--- config.mk ---
export PLATFORM = sky130hd
export DESIGN_NAME = keyword_symbol_lexer
export DESIGN_NICKNAME = d
export VERILOG_FILES = /design/src/rtl/core/klex_pkg.sv /design/src/rtl/core/klex_front.sv /design/src/rtl/core/klex_queue.sv /design/src/rtl/core/klex_back.sv /design/src/rtl/core/keyword_symbol_lexer.sv
export SDC_FILE = /design/constraint.sdc
export NUM_CORES = 2
export LEC_CHECK = 0
export BUFFER_PORTS_ARGS = -buffer_cell sky130_fd_sc_hd__buf_2
export CAP_MARGIN = 10
export CORE_ASPECT_RATIO = 1.75
export CORE_MARGIN = 2
export CORE_UTILIZATION = 50
export CTS_CLUSTER_SIZE = 10
export DETAILED_ROUTE_END_ITERATION = 16
export PLACE_DENSITY = 0.74
export SLEW_MARGIN = 5
export SYNTH_ARGS = -nofsm -noshare
export SYNTH_HDL_FRONTEND = slang
export SYNTH_HIERARCHICAL = 1
export SYNTH_SLANG_ARGS = --single-unit
--- constraint.sdc ---
create_clock -name clock -period 14.05 [get_ports clock]
set_input_delay 2.1075 -clock clock [delete_from_list [all_inputs] [get_ports clock]]
set_output_delay 2.1075 -clock clock [all_outputs]
set_load 0.01 [all_outputs]
--- src/rtl/core/klex_pkg.sv ---
// klex_pkg: token codes, symbol tables, reserved-word table and shared types
// for the keyword/symbol lexer. No dependencies.
package klex_pkg;

   // token codes
   localparam logic [5:0] CODE_ILLEGAL = 6'd0;
   localparam logic [5:0] CODE_SEMI    = 6'd12;
   localparam logic [5:0] CODE_COMMA   = 6'd13;
   localparam logic [5:0] CODE_ASSIGN  = 6'd14;
   localparam logic [5:0] CODE_NOT     = 6'd15;
   localparam logic [5:0] CODE_LBRACK  = 6'd16;
   localparam logic [5:0] CODE_RBRACK  = 6'd17;
   localparam logic [5:0] CODE_AND     = 6'd18;
   localparam logic [5:0] CODE_OR      = 6'd19;
   localparam logic [5:0] CODE_LPAREN  = 6'd20;
   localparam logic [5:0] CODE_RPAREN  = 6'd21;
   localparam logic [5:0] CODE_PLUS    = 6'd22;
   localparam logic [5:0] CODE_MINUS   = 6'd23;
   localparam logic [5:0] CODE_STAR    = 6'd24;
   localparam logic [5:0] CODE_NEQ     = 6'd25;
   localparam logic [5:0] CODE_EQ      = 6'd26;
   localparam logic [5:0] CODE_LT      = 6'd27;
   localparam logic [5:0] CODE_GT      = 6'd28;
   localparam logic [5:0] CODE_LE      = 6'd29;
   localparam logic [5:0] CODE_GE      = 6'd30;
   localparam logic [5:0] CODE_INT     = 6'd31;
   localparam logic [5:0] CODE_ID      = 6'd32;
   localparam logic [5:0] CODE_EOF     = 6'd33;

   // pending symbol characters
   localparam logic [2:0] PEND_NONE = 3'd0;
   localparam logic [2:0] PEND_BANG = 3'd1;
   localparam logic [2:0] PEND_EQ   = 3'd2;
   localparam logic [2:0] PEND_LT   = 3'd3;
   localparam logic [2:0] PEND_GT   = 3'd4;
   localparam logic [2:0] PEND_AMP  = 3'd5;
   localparam logic [2:0] PEND_BAR  = 3'd6;

   // segment class flag bits
   localparam int FLAG_DIGITS  = 0;
   localparam int FLAG_IDOK    = 1;
   localparam int FLAG_SEENDIG = 2;

   localparam int          WORD_CHARS  = 8;
   localparam int          NUM_RES     = 11;
   localparam int          ID_CHARS_DEFAULT = 8;
   localparam int          QUEUE_DEPTH = 4;
   localparam logic [30:0] INT_MAX31   = 31'h7FFF_FFFF;

   // reserved words, first character in the low byte
   localparam logic [63:0] RES_TEXT [NUM_RES] = '{
      64'h006d_6172_676f_7270,
      64'h0000_006e_6967_6562,
      64'h0000_0000_0064_6e65,
      64'h0000_0000_0074_6e69,
      64'h0000_0000_0000_6669,
      64'h0000_0000_6e65_6874,
      64'h0000_0000_6573_6c65,
      64'h0000_0065_6c69_6877,
      64'h0000_0000_706f_6f6c,
      64'h0000_0000_6461_6572,
      64'h0000_0065_7469_7277
   };
   localparam logic [7:0] RES_LEN [NUM_RES] = '{
      8'd7, 8'd5, 8'd3, 8'd3, 8'd2, 8'd4, 8'd4, 8'd5, 8'd4, 8'd4, 8'd5
   };

   typedef struct packed {
      logic [5:0]  code;
      logic [30:0] value;
      logic [63:0] text;
      logic [7:0]  length;
   } token_type;

   // all tokens caused by one input word
   typedef struct packed {
      logic [1:0]            count;
      token_type [2:0]       tok;
   } record_type;

   typedef struct packed {
      logic full;
      logic empty;
   } queue_status_type;

   // low bytes kept for a word of n characters
   function automatic logic [63:0] res_mask(input logic [7:0] n);
      logic [63:0] m;
      m = '0;
      for (int k = 0; k < 8; k++) begin
         if (8'(k) < n) m[8*k +: 8] = 8'hFF;
      end
      return m;
   endfunction

   function automatic logic [7:0] pend_char(input logic [2:0] p);
      logic [7:0] r;
      case (p)
         PEND_BANG: r = 8'h21;
         PEND_EQ:   r = 8'h3D;
         PEND_LT:   r = 8'h3C;
         PEND_GT:   r = 8'h3E;
         PEND_AMP:  r = 8'h26;
         PEND_BAR:  r = 8'h7C;
         default:   r = 8'h00;
      endcase
      return r;
   endfunction

   function automatic logic [5:0] pend_single(input logic [2:0] p);
      logic [5:0] r;
      case (p)
         PEND_BANG: r = CODE_NOT;
         PEND_EQ:   r = CODE_ASSIGN;
         PEND_LT:   r = CODE_LT;
         PEND_GT:   r = CODE_GT;
         default:   r = CODE_ILLEGAL;
      endcase
      return r;
   endfunction

   function automatic logic [5:0] pend_double(input logic [2:0] p);
      logic [5:0] r;
      case (p)
         PEND_BANG: r = CODE_NEQ;
         PEND_EQ:   r = CODE_EQ;
         PEND_LT:   r = CODE_LE;
         PEND_GT:   r = CODE_GE;
         PEND_AMP:  r = CODE_AND;
         PEND_BAR:  r = CODE_OR;
         default:   r = CODE_ILLEGAL;
      endcase
      return r;
   endfunction

   function automatic logic [2:0] pend_of(input logic [7:0] c);
      logic [2:0] r;
      unique case (c)
         8'h21:   r = PEND_BANG;
         8'h3D:   r = PEND_EQ;
         8'h3C:   r = PEND_LT;
         8'h3E:   r = PEND_GT;
         8'h26:   r = PEND_AMP;
         8'h7C:   r = PEND_BAR;
         default: r = PEND_NONE;
      endcase
      return r;
   endfunction

   // single-character symbol code, CODE_ILLEGAL when none
   function automatic logic [5:0] single_of(input logic [7:0] c);
      logic [5:0] r;
      unique case (c)
         8'h3B:   r = CODE_SEMI;
         8'h2C:   r = CODE_COMMA;
         8'h5B:   r = CODE_LBRACK;
         8'h5D:   r = CODE_RBRACK;
         8'h28:   r = CODE_LPAREN;
         8'h29:   r = CODE_RPAREN;
         8'h2B:   r = CODE_PLUS;
         8'h2D:   r = CODE_MINUS;
         8'h2A:   r = CODE_STAR;
         default: r = CODE_ILLEGAL;
      endcase
      return r;
   endfunction

   function automatic token_type make_tok(input logic [5:0] code, input logic [7:0] len);
      token_type t;
      t.code   = code;
      t.value  = '0;
      t.text   = '0;
      t.length = len;
      return t;
   endfunction

   function automatic record_type push_tok(input record_type r, input token_type t);
      record_type o;
      o = r;
      if (r.count != 2'd3) begin
         o.tok[r.count] = t;
         o.count        = r.count + 2'd1;
      end
      return o;
   endfunction

endpackage

--- src/rtl/core/klex_front.sv ---
// klex_front: takes one character a cycle while the queue has room, keeps the
// segment state and builds the record of tokens each word causes. Depends on klex_pkg.
module klex_front
   import klex_pkg::*;
#(
   parameter int ID_CHARS = ID_CHARS_DEFAULT
) (
   input  logic             clock,
   input  logic             reset,
   input  logic             req_valid,
   output logic             req_stall,
   input  logic [7:0]       req_char_code,
   input  logic             req_end_of_input,
   input  queue_status_type q_status,
   output logic             q_push,
   output record_type       q_rec
);

   logic [63:0] chars_ff, chars_in;
   logic [7:0]  len_ff, len_in;
   logic [30:0] acc_ff, acc_in;
   logic [2:0]  flags_ff, flags_in;
   logic [2:0]  pend_ff, pend_in;
   logic        halt_ff, halt_in;
   logic        fire;
   record_type  rec;

   assign req_stall = q_status.full;
   assign fire      = req_valid && !req_stall;
   assign q_push    = fire && (rec.count != 2'd0);
   assign q_rec     = rec;

   // next segment state and token record for the word on the input
   always_comb begin
      logic [7:0]  c;
      logic [7:0]  pc;
      logic        amp, dbl_hit, amp_add, ws;
      logic [63:0] chars_e;
      logic [7:0]  len_e;
      logic [2:0]  flags_e;
      logic        f_valid, f_res, f_illegal;
      logic [5:0]  res_code;
      token_type   f_tok;
      logic [5:0]  sc;
      logic [2:0]  pk;
      logic [34:0] prod;
      logic        is_dig, is_up;

      c  = req_char_code;
      pc = pend_char(pend_ff);
      amp = (pend_ff == PEND_AMP) || (pend_ff == PEND_BAR);
      dbl_hit = !req_end_of_input && (pend_ff != PEND_NONE) &&
                (amp ? (c == pc) : (c == 8'h3D));
      amp_add = amp && !dbl_hit;
      ws = (c == 8'h20) || ((c >= 8'h09) && (c <= 8'h0D));
      sc = single_of(c);
      pk = pend_of(c);

      // segment with a lone ampersand or bar appended
      chars_e = chars_ff;
      len_e   = len_ff;
      flags_e = flags_ff;
      if (amp_add) begin
         if (len_ff < 8'd8) chars_e[8*len_ff[2:0] +: 8] = pc;
         if (len_ff != 8'hFF) len_e = len_ff + 8'd1;
         flags_e[FLAG_DIGITS] = 1'b0;
         flags_e[FLAG_IDOK]   = 1'b0;
      end

      // classify the segment as it would be flushed
      f_res    = 1'b0;
      res_code = CODE_ILLEGAL;
      for (int i = 0; i < NUM_RES; i++) begin
         if ((len_e == RES_LEN[i]) &&
             (((chars_e ^ RES_TEXT[i]) & res_mask(RES_LEN[i])) == 64'd0)) begin
            f_res    = 1'b1;
            res_code = 6'(i + 1);
         end
      end
      f_valid = (len_e != 8'd0);
      f_tok   = make_tok(CODE_ILLEGAL, len_e);
      if (f_res) begin
         f_tok.code = res_code;
      end else if (flags_e[FLAG_DIGITS]) begin
         f_tok.code  = CODE_INT;
         f_tok.value = acc_ff;
      end else if (flags_e[FLAG_IDOK]) begin
         f_tok.code = CODE_ID;
         for (int k = 0; k < 8; k++) begin
            if ((k < ID_CHARS) && (8'(k) < len_e)) f_tok.text[8*k +: 8] = chars_e[8*k +: 8];
         end
      end
      f_illegal = f_valid && (f_tok.code == CODE_ILLEGAL);

      // defaults: segment as extended, nothing emitted
      rec       = '0;
      chars_in  = chars_e;
      len_in    = len_e;
      acc_in    = acc_ff;
      flags_in  = flags_e;
      pend_in   = PEND_NONE;
      halt_in   = halt_ff;

      // appending the new character
      is_dig = (c >= 8'h30) && (c <= 8'h39);
      is_up  = (c >= 8'h41) && (c <= 8'h5A);
      prod   = ({4'd0, acc_ff} << 3) + ({4'd0, acc_ff} << 1) + 35'(c - 8'h30);

      if (halt_ff) begin
         chars_in = chars_ff;
         len_in   = len_ff;
         flags_in = flags_ff;
         pend_in  = pend_ff;
      end else if (req_end_of_input) begin
         if ((pend_ff != PEND_NONE) && !amp) rec = push_tok(rec, make_tok(pend_single(pend_ff), 8'd1));
         if (f_valid) rec = push_tok(rec, f_tok);
         if (f_illegal) halt_in = 1'b1;
         else rec = push_tok(rec, make_tok(CODE_EOF, 8'd0));
         len_in   = '0;
         acc_in   = '0;
         flags_in = 3'b011;
      end else if (dbl_hit) begin
         if (amp) begin
            if (f_valid) rec = push_tok(rec, f_tok);
            if (f_illegal) halt_in = 1'b1;
            else rec = push_tok(rec, make_tok(pend_double(pend_ff), 8'd2));
            len_in   = '0;
            acc_in   = '0;
            flags_in = 3'b011;
         end else begin
            rec = push_tok(rec, make_tok(pend_double(pend_ff), 8'd2));
         end
      end else begin
         if ((pend_ff != PEND_NONE) && !amp) rec = push_tok(rec, make_tok(pend_single(pend_ff), 8'd1));
         if (ws || (sc != CODE_ILLEGAL) || ((pk != PEND_NONE) && (pk < PEND_AMP))) begin
            if (f_valid) rec = push_tok(rec, f_tok);
            if (f_illegal) halt_in = 1'b1;
            else if (sc != CODE_ILLEGAL) rec = push_tok(rec, make_tok(sc, 8'd1));
            else if (!ws) pend_in = pk;
            len_in   = '0;
            acc_in   = '0;
            flags_in = 3'b011;
         end else if (pk != PEND_NONE) begin
            pend_in = pk;
         end else begin
            if (len_e < 8'd8) chars_in[8*len_e[2:0] +: 8] = c;
            if (len_e != 8'hFF) len_in = len_e + 8'd1;
            if (is_dig) begin
               acc_in = (prod > {4'd0, INT_MAX31}) ? INT_MAX31 : prod[30:0];
               if (len_e == 8'd0) flags_in[FLAG_IDOK] = 1'b0;
               flags_in[FLAG_SEENDIG] = 1'b1;
            end else if (is_up) begin
               flags_in[FLAG_DIGITS] = 1'b0;
               if (flags_e[FLAG_SEENDIG]) flags_in[FLAG_IDOK] = 1'b0;
            end else begin
               flags_in[FLAG_DIGITS] = 1'b0;
               flags_in[FLAG_IDOK]   = 1'b0;
            end
         end
      end
   end

   // segment text, no reset
   always_ff @(posedge clock) begin
      if (fire) chars_ff <= chars_in;
   end

   // segment control state
   always_ff @(posedge clock) begin
      if (reset) begin
         len_ff   <= '0;
         acc_ff   <= '0;
         flags_ff <= 3'b011;
         pend_ff  <= PEND_NONE;
         halt_ff  <= 1'b0;
      end else if (fire) begin
         len_ff   <= len_in;
         acc_ff   <= acc_in;
         flags_ff <= flags_in;
         pend_ff  <= pend_in;
         halt_ff  <= halt_in;
      end
   end

   a_halt_silent: assert property (@(posedge clock) disable iff (reset)
      halt_ff |-> !q_push) else $error("word pushed while halted");
   a_halt_sticks: assert property (@(posedge clock) disable iff (reset)
      halt_ff |=> halt_ff) else $error("halt released without reset");
   a_cmp_pend_empty: assert property (@(posedge clock) disable iff (reset)
      (pend_ff != PEND_NONE) && (pend_ff < PEND_AMP) |-> (len_ff == 8'd0))
      else $error("comparison symbol pending over a live segment");

endmodule

--- src/rtl/core/klex_queue.sv ---
// klex_queue: short queue of token records between front and back.
// Depends on klex_pkg.
module klex_queue
   import klex_pkg::*;
(
   input  logic             clock,
   input  logic             reset,
   input  logic             push,
   input  record_type       wr_rec,
   input  logic             pop,
   output record_type       rd_rec,
   output queue_status_type status
);

   localparam int PW = $clog2(QUEUE_DEPTH);
   localparam int CW = $clog2(QUEUE_DEPTH + 1);

   record_type    mem [QUEUE_DEPTH];
   logic [PW-1:0] wr_ptr_ff, rd_ptr_ff;
   logic [CW-1:0] count_ff;

   assign status.full  = (count_ff == CW'(QUEUE_DEPTH));
   assign status.empty = (count_ff == '0);
   assign rd_rec       = mem[rd_ptr_ff];

   // storage
   always_ff @(posedge clock) begin
      if (push) mem[wr_ptr_ff] <= wr_rec;
   end

   // pointers and fill level
   always_ff @(posedge clock) begin
      if (reset) begin
         wr_ptr_ff <= '0;
         rd_ptr_ff <= '0;
         count_ff  <= '0;
      end else begin
         if (push) wr_ptr_ff <= PW'((32'(wr_ptr_ff) + 1) % QUEUE_DEPTH);
         if (pop)  rd_ptr_ff <= PW'((32'(rd_ptr_ff) + 1) % QUEUE_DEPTH);
         if (push && !pop)      count_ff <= count_ff + CW'(1);
         else if (pop && !push) count_ff <= count_ff - CW'(1);
      end
   end

   a_no_overflow: assert property (@(posedge clock) disable iff (reset)
      !(push && status.full)) else $error("queue overflow");

endmodule

--- src/rtl/core/klex_back.sv ---
// klex_back: takes records from the queue and hands out their tokens one
// word at a time on the result channel. Depends on klex_pkg.
module klex_back
   import klex_pkg::*;
(
   input  logic             clock,
   input  logic             reset,
   input  queue_status_type q_status,
   input  record_type       q_rec,
   output logic             q_pop,
   output logic             rsp_valid,
   input  logic             rsp_stall,
   output logic [5:0]       rsp_token_code,
   output logic [30:0]      rsp_int_value,
   output logic [63:0]      rsp_id_text,
   output logic [7:0]       rsp_token_length,
   output logic             rsp_last_of_run
);

   record_type cur_ff;
   logic       valid_ff;
   logic [1:0] idx_ff;
   logic       take, last;
   token_type  tok;

   assign take  = valid_ff && !rsp_stall;
   assign last  = (idx_ff == (cur_ff.count - 2'd1));
   assign q_pop = !q_status.empty && (!valid_ff || (take && last));

   // token selection
   assign tok              = cur_ff.tok[idx_ff];
   assign rsp_valid        = valid_ff;
   assign rsp_token_code   = tok.code;
   assign rsp_int_value    = tok.value;
   assign rsp_id_text      = tok.text;
   assign rsp_token_length = tok.length;
   assign rsp_last_of_run  = last;

   // record payload
   always_ff @(posedge clock) begin
      if (q_pop) cur_ff <= q_rec;
   end

   // position within the record
   always_ff @(posedge clock) begin
      if (reset) begin
         valid_ff <= 1'b0;
         idx_ff   <= '0;
      end else if (q_pop) begin
         valid_ff <= 1'b1;
         idx_ff   <= '0;
      end else if (take && last) begin
         valid_ff <= 1'b0;
      end else if (take) begin
         idx_ff <= idx_ff + 2'd1;
      end
   end

   a_idx_in_record: assert property (@(posedge clock) disable iff (reset)
      valid_ff |-> (cur_ff.count != 2'd0) && (idx_ff < cur_ff.count))
      else $error("token index beyond record");

endmodule

--- src/rtl/core/keyword_symbol_lexer.sv ---
// keyword_symbol_lexer: top level, front classifier, record queue and
// token issue stage. Depends on klex_pkg, klex_front, klex_queue, klex_back.
//
// Usage: the req channel carries one source character a word (req_char_code)
// or an end-of-text marker (req_end_of_input). The rsp channel carries one
// token a word: code, saturated integer value, first identifier characters,
// length, and rsp_last_of_run on the last token an input word caused.
// Throughput is one character a cycle and one token a cycle unless rsp_stall
// is set; the front takes a character each cycle while the four-record queue
// has room, so bursts of up to three tokens from one character are absorbed.
// Tokens pass the queue and the issue stage's record register. When the
// receiver stalls, the queue fills and req_stall rises only once it is full.
// An illegal segment gives code 0 and the block stays silent until reset.
// Reset is synchronous: it empties the queue, clears the segment and any
// pending symbol, and lifts the halt. There is no clearing pass.
module keyword_symbol_lexer
   import klex_pkg::*;
#(
   parameter int ID_CHARS = ID_CHARS_DEFAULT
) (
   input  logic        clock,
   input  logic        reset,
   input  logic        req_valid,
   output logic        req_stall,
   input  logic [7:0]  req_char_code,
   input  logic        req_end_of_input,
   output logic        rsp_valid,
   input  logic        rsp_stall,
   output logic [5:0]  rsp_token_code,
   output logic [30:0] rsp_int_value,
   output logic [63:0] rsp_id_text,
   output logic [7:0]  rsp_token_length,
   output logic        rsp_last_of_run
);

   queue_status_type q_status;
   logic             q_push, q_pop;
   record_type       wr_rec, rd_rec;

   klex_front #(.ID_CHARS(ID_CHARS)) u_front (
      .clock            (clock),
      .reset            (reset),
      .req_valid        (req_valid),
      .req_stall        (req_stall),
      .req_char_code    (req_char_code),
      .req_end_of_input (req_end_of_input),
      .q_status         (q_status),
      .q_push           (q_push),
      .q_rec            (wr_rec)
   );

   klex_queue u_queue (
      .clock  (clock),
      .reset  (reset),
      .push   (q_push),
      .wr_rec (wr_rec),
      .pop    (q_pop),
      .rd_rec (rd_rec),
      .status (q_status)
   );

   klex_back u_back (
      .clock            (clock),
      .reset            (reset),
      .q_status         (q_status),
      .q_rec            (rd_rec),
      .q_pop            (q_pop),
      .rsp_valid        (rsp_valid),
      .rsp_stall        (rsp_stall),
      .rsp_token_code   (rsp_token_code),
      .rsp_int_value    (rsp_int_value),
      .rsp_id_text      (rsp_id_text),
      .rsp_token_length (rsp_token_length),
      .rsp_last_of_run  (rsp_last_of_run)
   );

endmodule
==> results.py <==
metrics = {
    "outcome": {
        "status": "completed",
    },
    "synthesis": {
        "synthFlopType": "edfxtp_1",
        "synth-async-reset-ratio_pct": 0,
        "ys_ff_latch": 1767,
        "synth_area_leaders": "edfxtp_1, mux4_2, mux2i_1, dfxtp_1, nand2_1",
        "synth.top_cell.area_share_pct": 69.0,
        "ys_types": 107,
        "yosysMostFrequentCell": "edfxtp_1",
        "yosysTopAreaCell": "edfxtp_1",
        "post_synth.cell_area_avg_um2": 17.2,
        "synthTopCellsByCount": "edfxtp_1, mux4_2, nand2_1, nor2_1, a21oi_1",
        "synth-edff-count": 1709,
        "synth_cells": 4320,
        "ys_seq_area_share_pct": 70.6,
        "ys_warn_count": 6,
        "synth_area_um2": 74300,
    },
    "final_layout": {
        "n_fill_cell": 11400,
        "nNetsFinal": 4609,
        "area_growth_pct": 10.2,
        "layout-drive-gt1-share_pct": 18.1,
        "instances_no_fill": 6570,
    },
    "clock_network": {
        "cts.repair.resized": 0,
        "cts.reportedPaths.clkPinSlew_ns": 0.06,
        "cts_hold_buf": 0,
        "clock_path_buffers": 3,
        "htree_levels": 4,
        "cts_inserted_buffers": 196,
        "clock_latency_ns": 0.84,
        "cts.sinks": 1767,
        "cts-root-buf": "clkbuf_16",
        "post_cts_buffers": 0,
        "tritoncts": "yes",
    },
    "timing": {
        "period_needed_ns": 9.59,
        "fin_worst_skew_ns": 0.0631,
        "hold_viol": 0,
        "report.final.slew_viol_count": 0,
        "worst_pin_slew_ns": 1.33,
        "timing.fmax_ghz": 0.104,
        "grt_setup_unrepaired": "false",
        "fin_tns_setup_ns": 0,
        "finalSetupViolations": 0,
        "slew_headroom_pct": 10.5,
        "fin_crit_sh_pct": 68.2,
    },
    "power_and_ir_drop": {
        "power_density_nw_per_um2": 178,
        "p_leak_nw": 27.0,
        "switching_share_pct": 27.9,
        "clkPwrFrac_pct": 31.1,
        "seq_power_share_pct": 48.9,
        "internal_power_mw": 10.5,
        "power.net_switching_mw": 4.07,
        "irDropWorstVdd_mv": 0.130,
        "comb_power_share_pct": 19.9,
    },
    "place": {
        "place.gp.congestion": 0.973,
        "io_buffer_count": 124,
        "place.detailed.instances": 6294,
        "hpwl_um": 117000,
    },
    "critical_path": {
        "cp_data_required_time_ns": 14.45,
        "critPathKind": "in2reg",
        "worstPathCellList": "buf_2, inv_1, nor4_1, nand3_1, o31ai_2, nand2_1, nor4_1, nand4_1, a2111oi_4, nor3_2, nor4b_4, nand3_1, a41o_1, o32ai_1, buf_4, and2_4, buf_12",
        "slowest_delay_ns": 1.03,
        "path_max_fanout": 103,
        "setup.worst_path.end_class": "flop",
        "worstPathArrival_ns": 9.99,
        "reg2reg_depth": 18,
        "worst_path_max_delay_cell": "o31ai_2",
        "startpoint_type": "input port",
    },
    "floorplan": {
        "dieArea_um2": 152000,
        "num_rows": 187,
        "initial_core_util_pct": 50.3,
        "ios": 125,
        "core_area_um2": 148000,
        "die_x_um": 295,
        "dieHeight_um": 514,
    },
    "route": {
        "route.met2.wl_um": 98400,
        "ant_nets": 0,
        "drt_first_pass_iters": 6,
        "routedWlPerCell_um": 28.1,
        "wl_met3_um": 9520,
        "met1_length_um": 64200,
        "num_vias": 39700,
        "viasPerCell": 6.04,
        "topRoutingLayerUsed": "met5",
        "drcViolationCount": 0,
        "drt_first_iter_violations": 3565,
        "wl_um": 184000,
    },
    "global_route": {
        "grt_pass1_wl_um": 273000,
        "track_usage_pct": 24.6,
        "grt_max_degree": 129,
        "antenna_found_initial": 12,
        "grt_pass1_vias": 41900,
        "grt-ovfl-total": 0,
    },
    "job": {
        "cap_violations": 0,
    },
    "worst_hold_path": {
        "whs_path_depth": 1,
        "hold_path.class": "reg2reg",
    },
}
power by group through the flow:
stage / clock network [mW] / logic, mW / registers [mW]
floorplan: 0 / 2.14 / 7.32
global placement: 0 / 2.94 / 7.21
detailed placement: 0 / 2.96 / 7.25
CTS: 4.63 / 2.98 / 7.15
global route: 4.81 / 3.15 / 7.21
finish: 4.54 / 2.91 / 7.14
routing by layer:
| metal | GRT usage (%) | vias to the layer above |
|---|---|---|
| met4 | 14.0 | 20 |
| li1 | - | 17300 |
| met2 | 44.1 | 1435 |
| met3 | 4.04 | 511 |
| met1 | 27.7 | 20400 |
| met5 | 0 | - |
state kept, by name (all words and copies together), names as in the netlist, named ones only:
name and flops:
u_front/pend_ff 3, u_queue/mem 1316, u_back/idx_ff 2, u_back/rsp_valid 1, u_queue/count_ff 3, u_front/halt_ff 1
u_front/chars_ff 64, u_front/len_ff 8, u_queue/wr_ptr_ff 2, u_queue/rd_ptr_ff 2, u_front/acc_ff 31, u_front/flags_ff 3
u_back/cur_ff 329
cells in the final DEF (no fill, tap or decap), types with 44 or more instances in the layout:
cell type	netlist	routed
edfxtp_1	1709	1709
mux4_2	329	329
nand2_1	270	270
nor2_1	236	236
clkbuf_16	0	196
a21oi_1	146	146
mux2i_1	137	137
buf_2	63	124
o21ai_1	113	113
nor3_1	105	102
conb_1	1	102
nand3_1	84	83
buf_4	116	82
o21ai_0	78	78
nor4_1	71	70
ha_1	57	57
clkbuf_1	89	55
dfxtp_1	58	54
inv_1	52	51
and2_1	49	44
worst max-delay path: cells and delay by family:
family | cells | cell delay (ns)
AO/OA/AOI/OAI | 4 | 2.34
buffers and inverters | 4 | 1.27
AND/OR/NAND/NOR | 9 | 4.00
stage by stage:
stage	worst slack [ns]	cell area [um^2]	util [%]	total power, mW	hold slack (ns)
CTS	4.60	81900	55.4	14.8	0.481
detailed placement	3.76	76300	51.6	10.2	0.468
finish	4.46	81900	55.4	14.6	0.479
floorplan	2.70	74700	-	9.46	0.435
global route	4.08	81900	55.4	15.2	0.507
global placement	3.74	76300	51.6	10.2	0.444
area by class of cell:
type	instances	area, um^2	share of cell area (%)
diodes	4	10.0	0.0122
inverters	59	221	0.270
repair buffers	218	1480	1.80
clock buffers	251	5110	6.24
well taps	1984	2480	3.03
multi-input cells	2266	19600	24.0
clock inverters	21	445	0.544
flip-flops and latches	1767	52500	64.1
final timing paths:
check	startpoint	end	slack, ns
min reg2reg	u_front/acc_ff[3]	u_front/acc_ff[3]	0.48
max reg2reg	u_front/pend_ff[0]	u_queue/mem[3][121]	5.18
min	u_front/acc_ff[3]	u_front/acc_ff[3]	0.48
max	req_char_code[5]	u_queue/mem[3][121]	4.46
kinds of logic after synthesis:
| logic type | share of synthesized area [%] |
|---|---|
| fa+ha+maj | 1.85 |
| mux | 11.9 |
| buf+inv | 3.57 |
| other cells | 0.00504 |
| simple gates | 6.78 |
| flops | 70.6 |
| compound gates | 4.76 |
| xor+xnor | 0.505 |
Note: power is estimated with default switching activity, not from simulation.
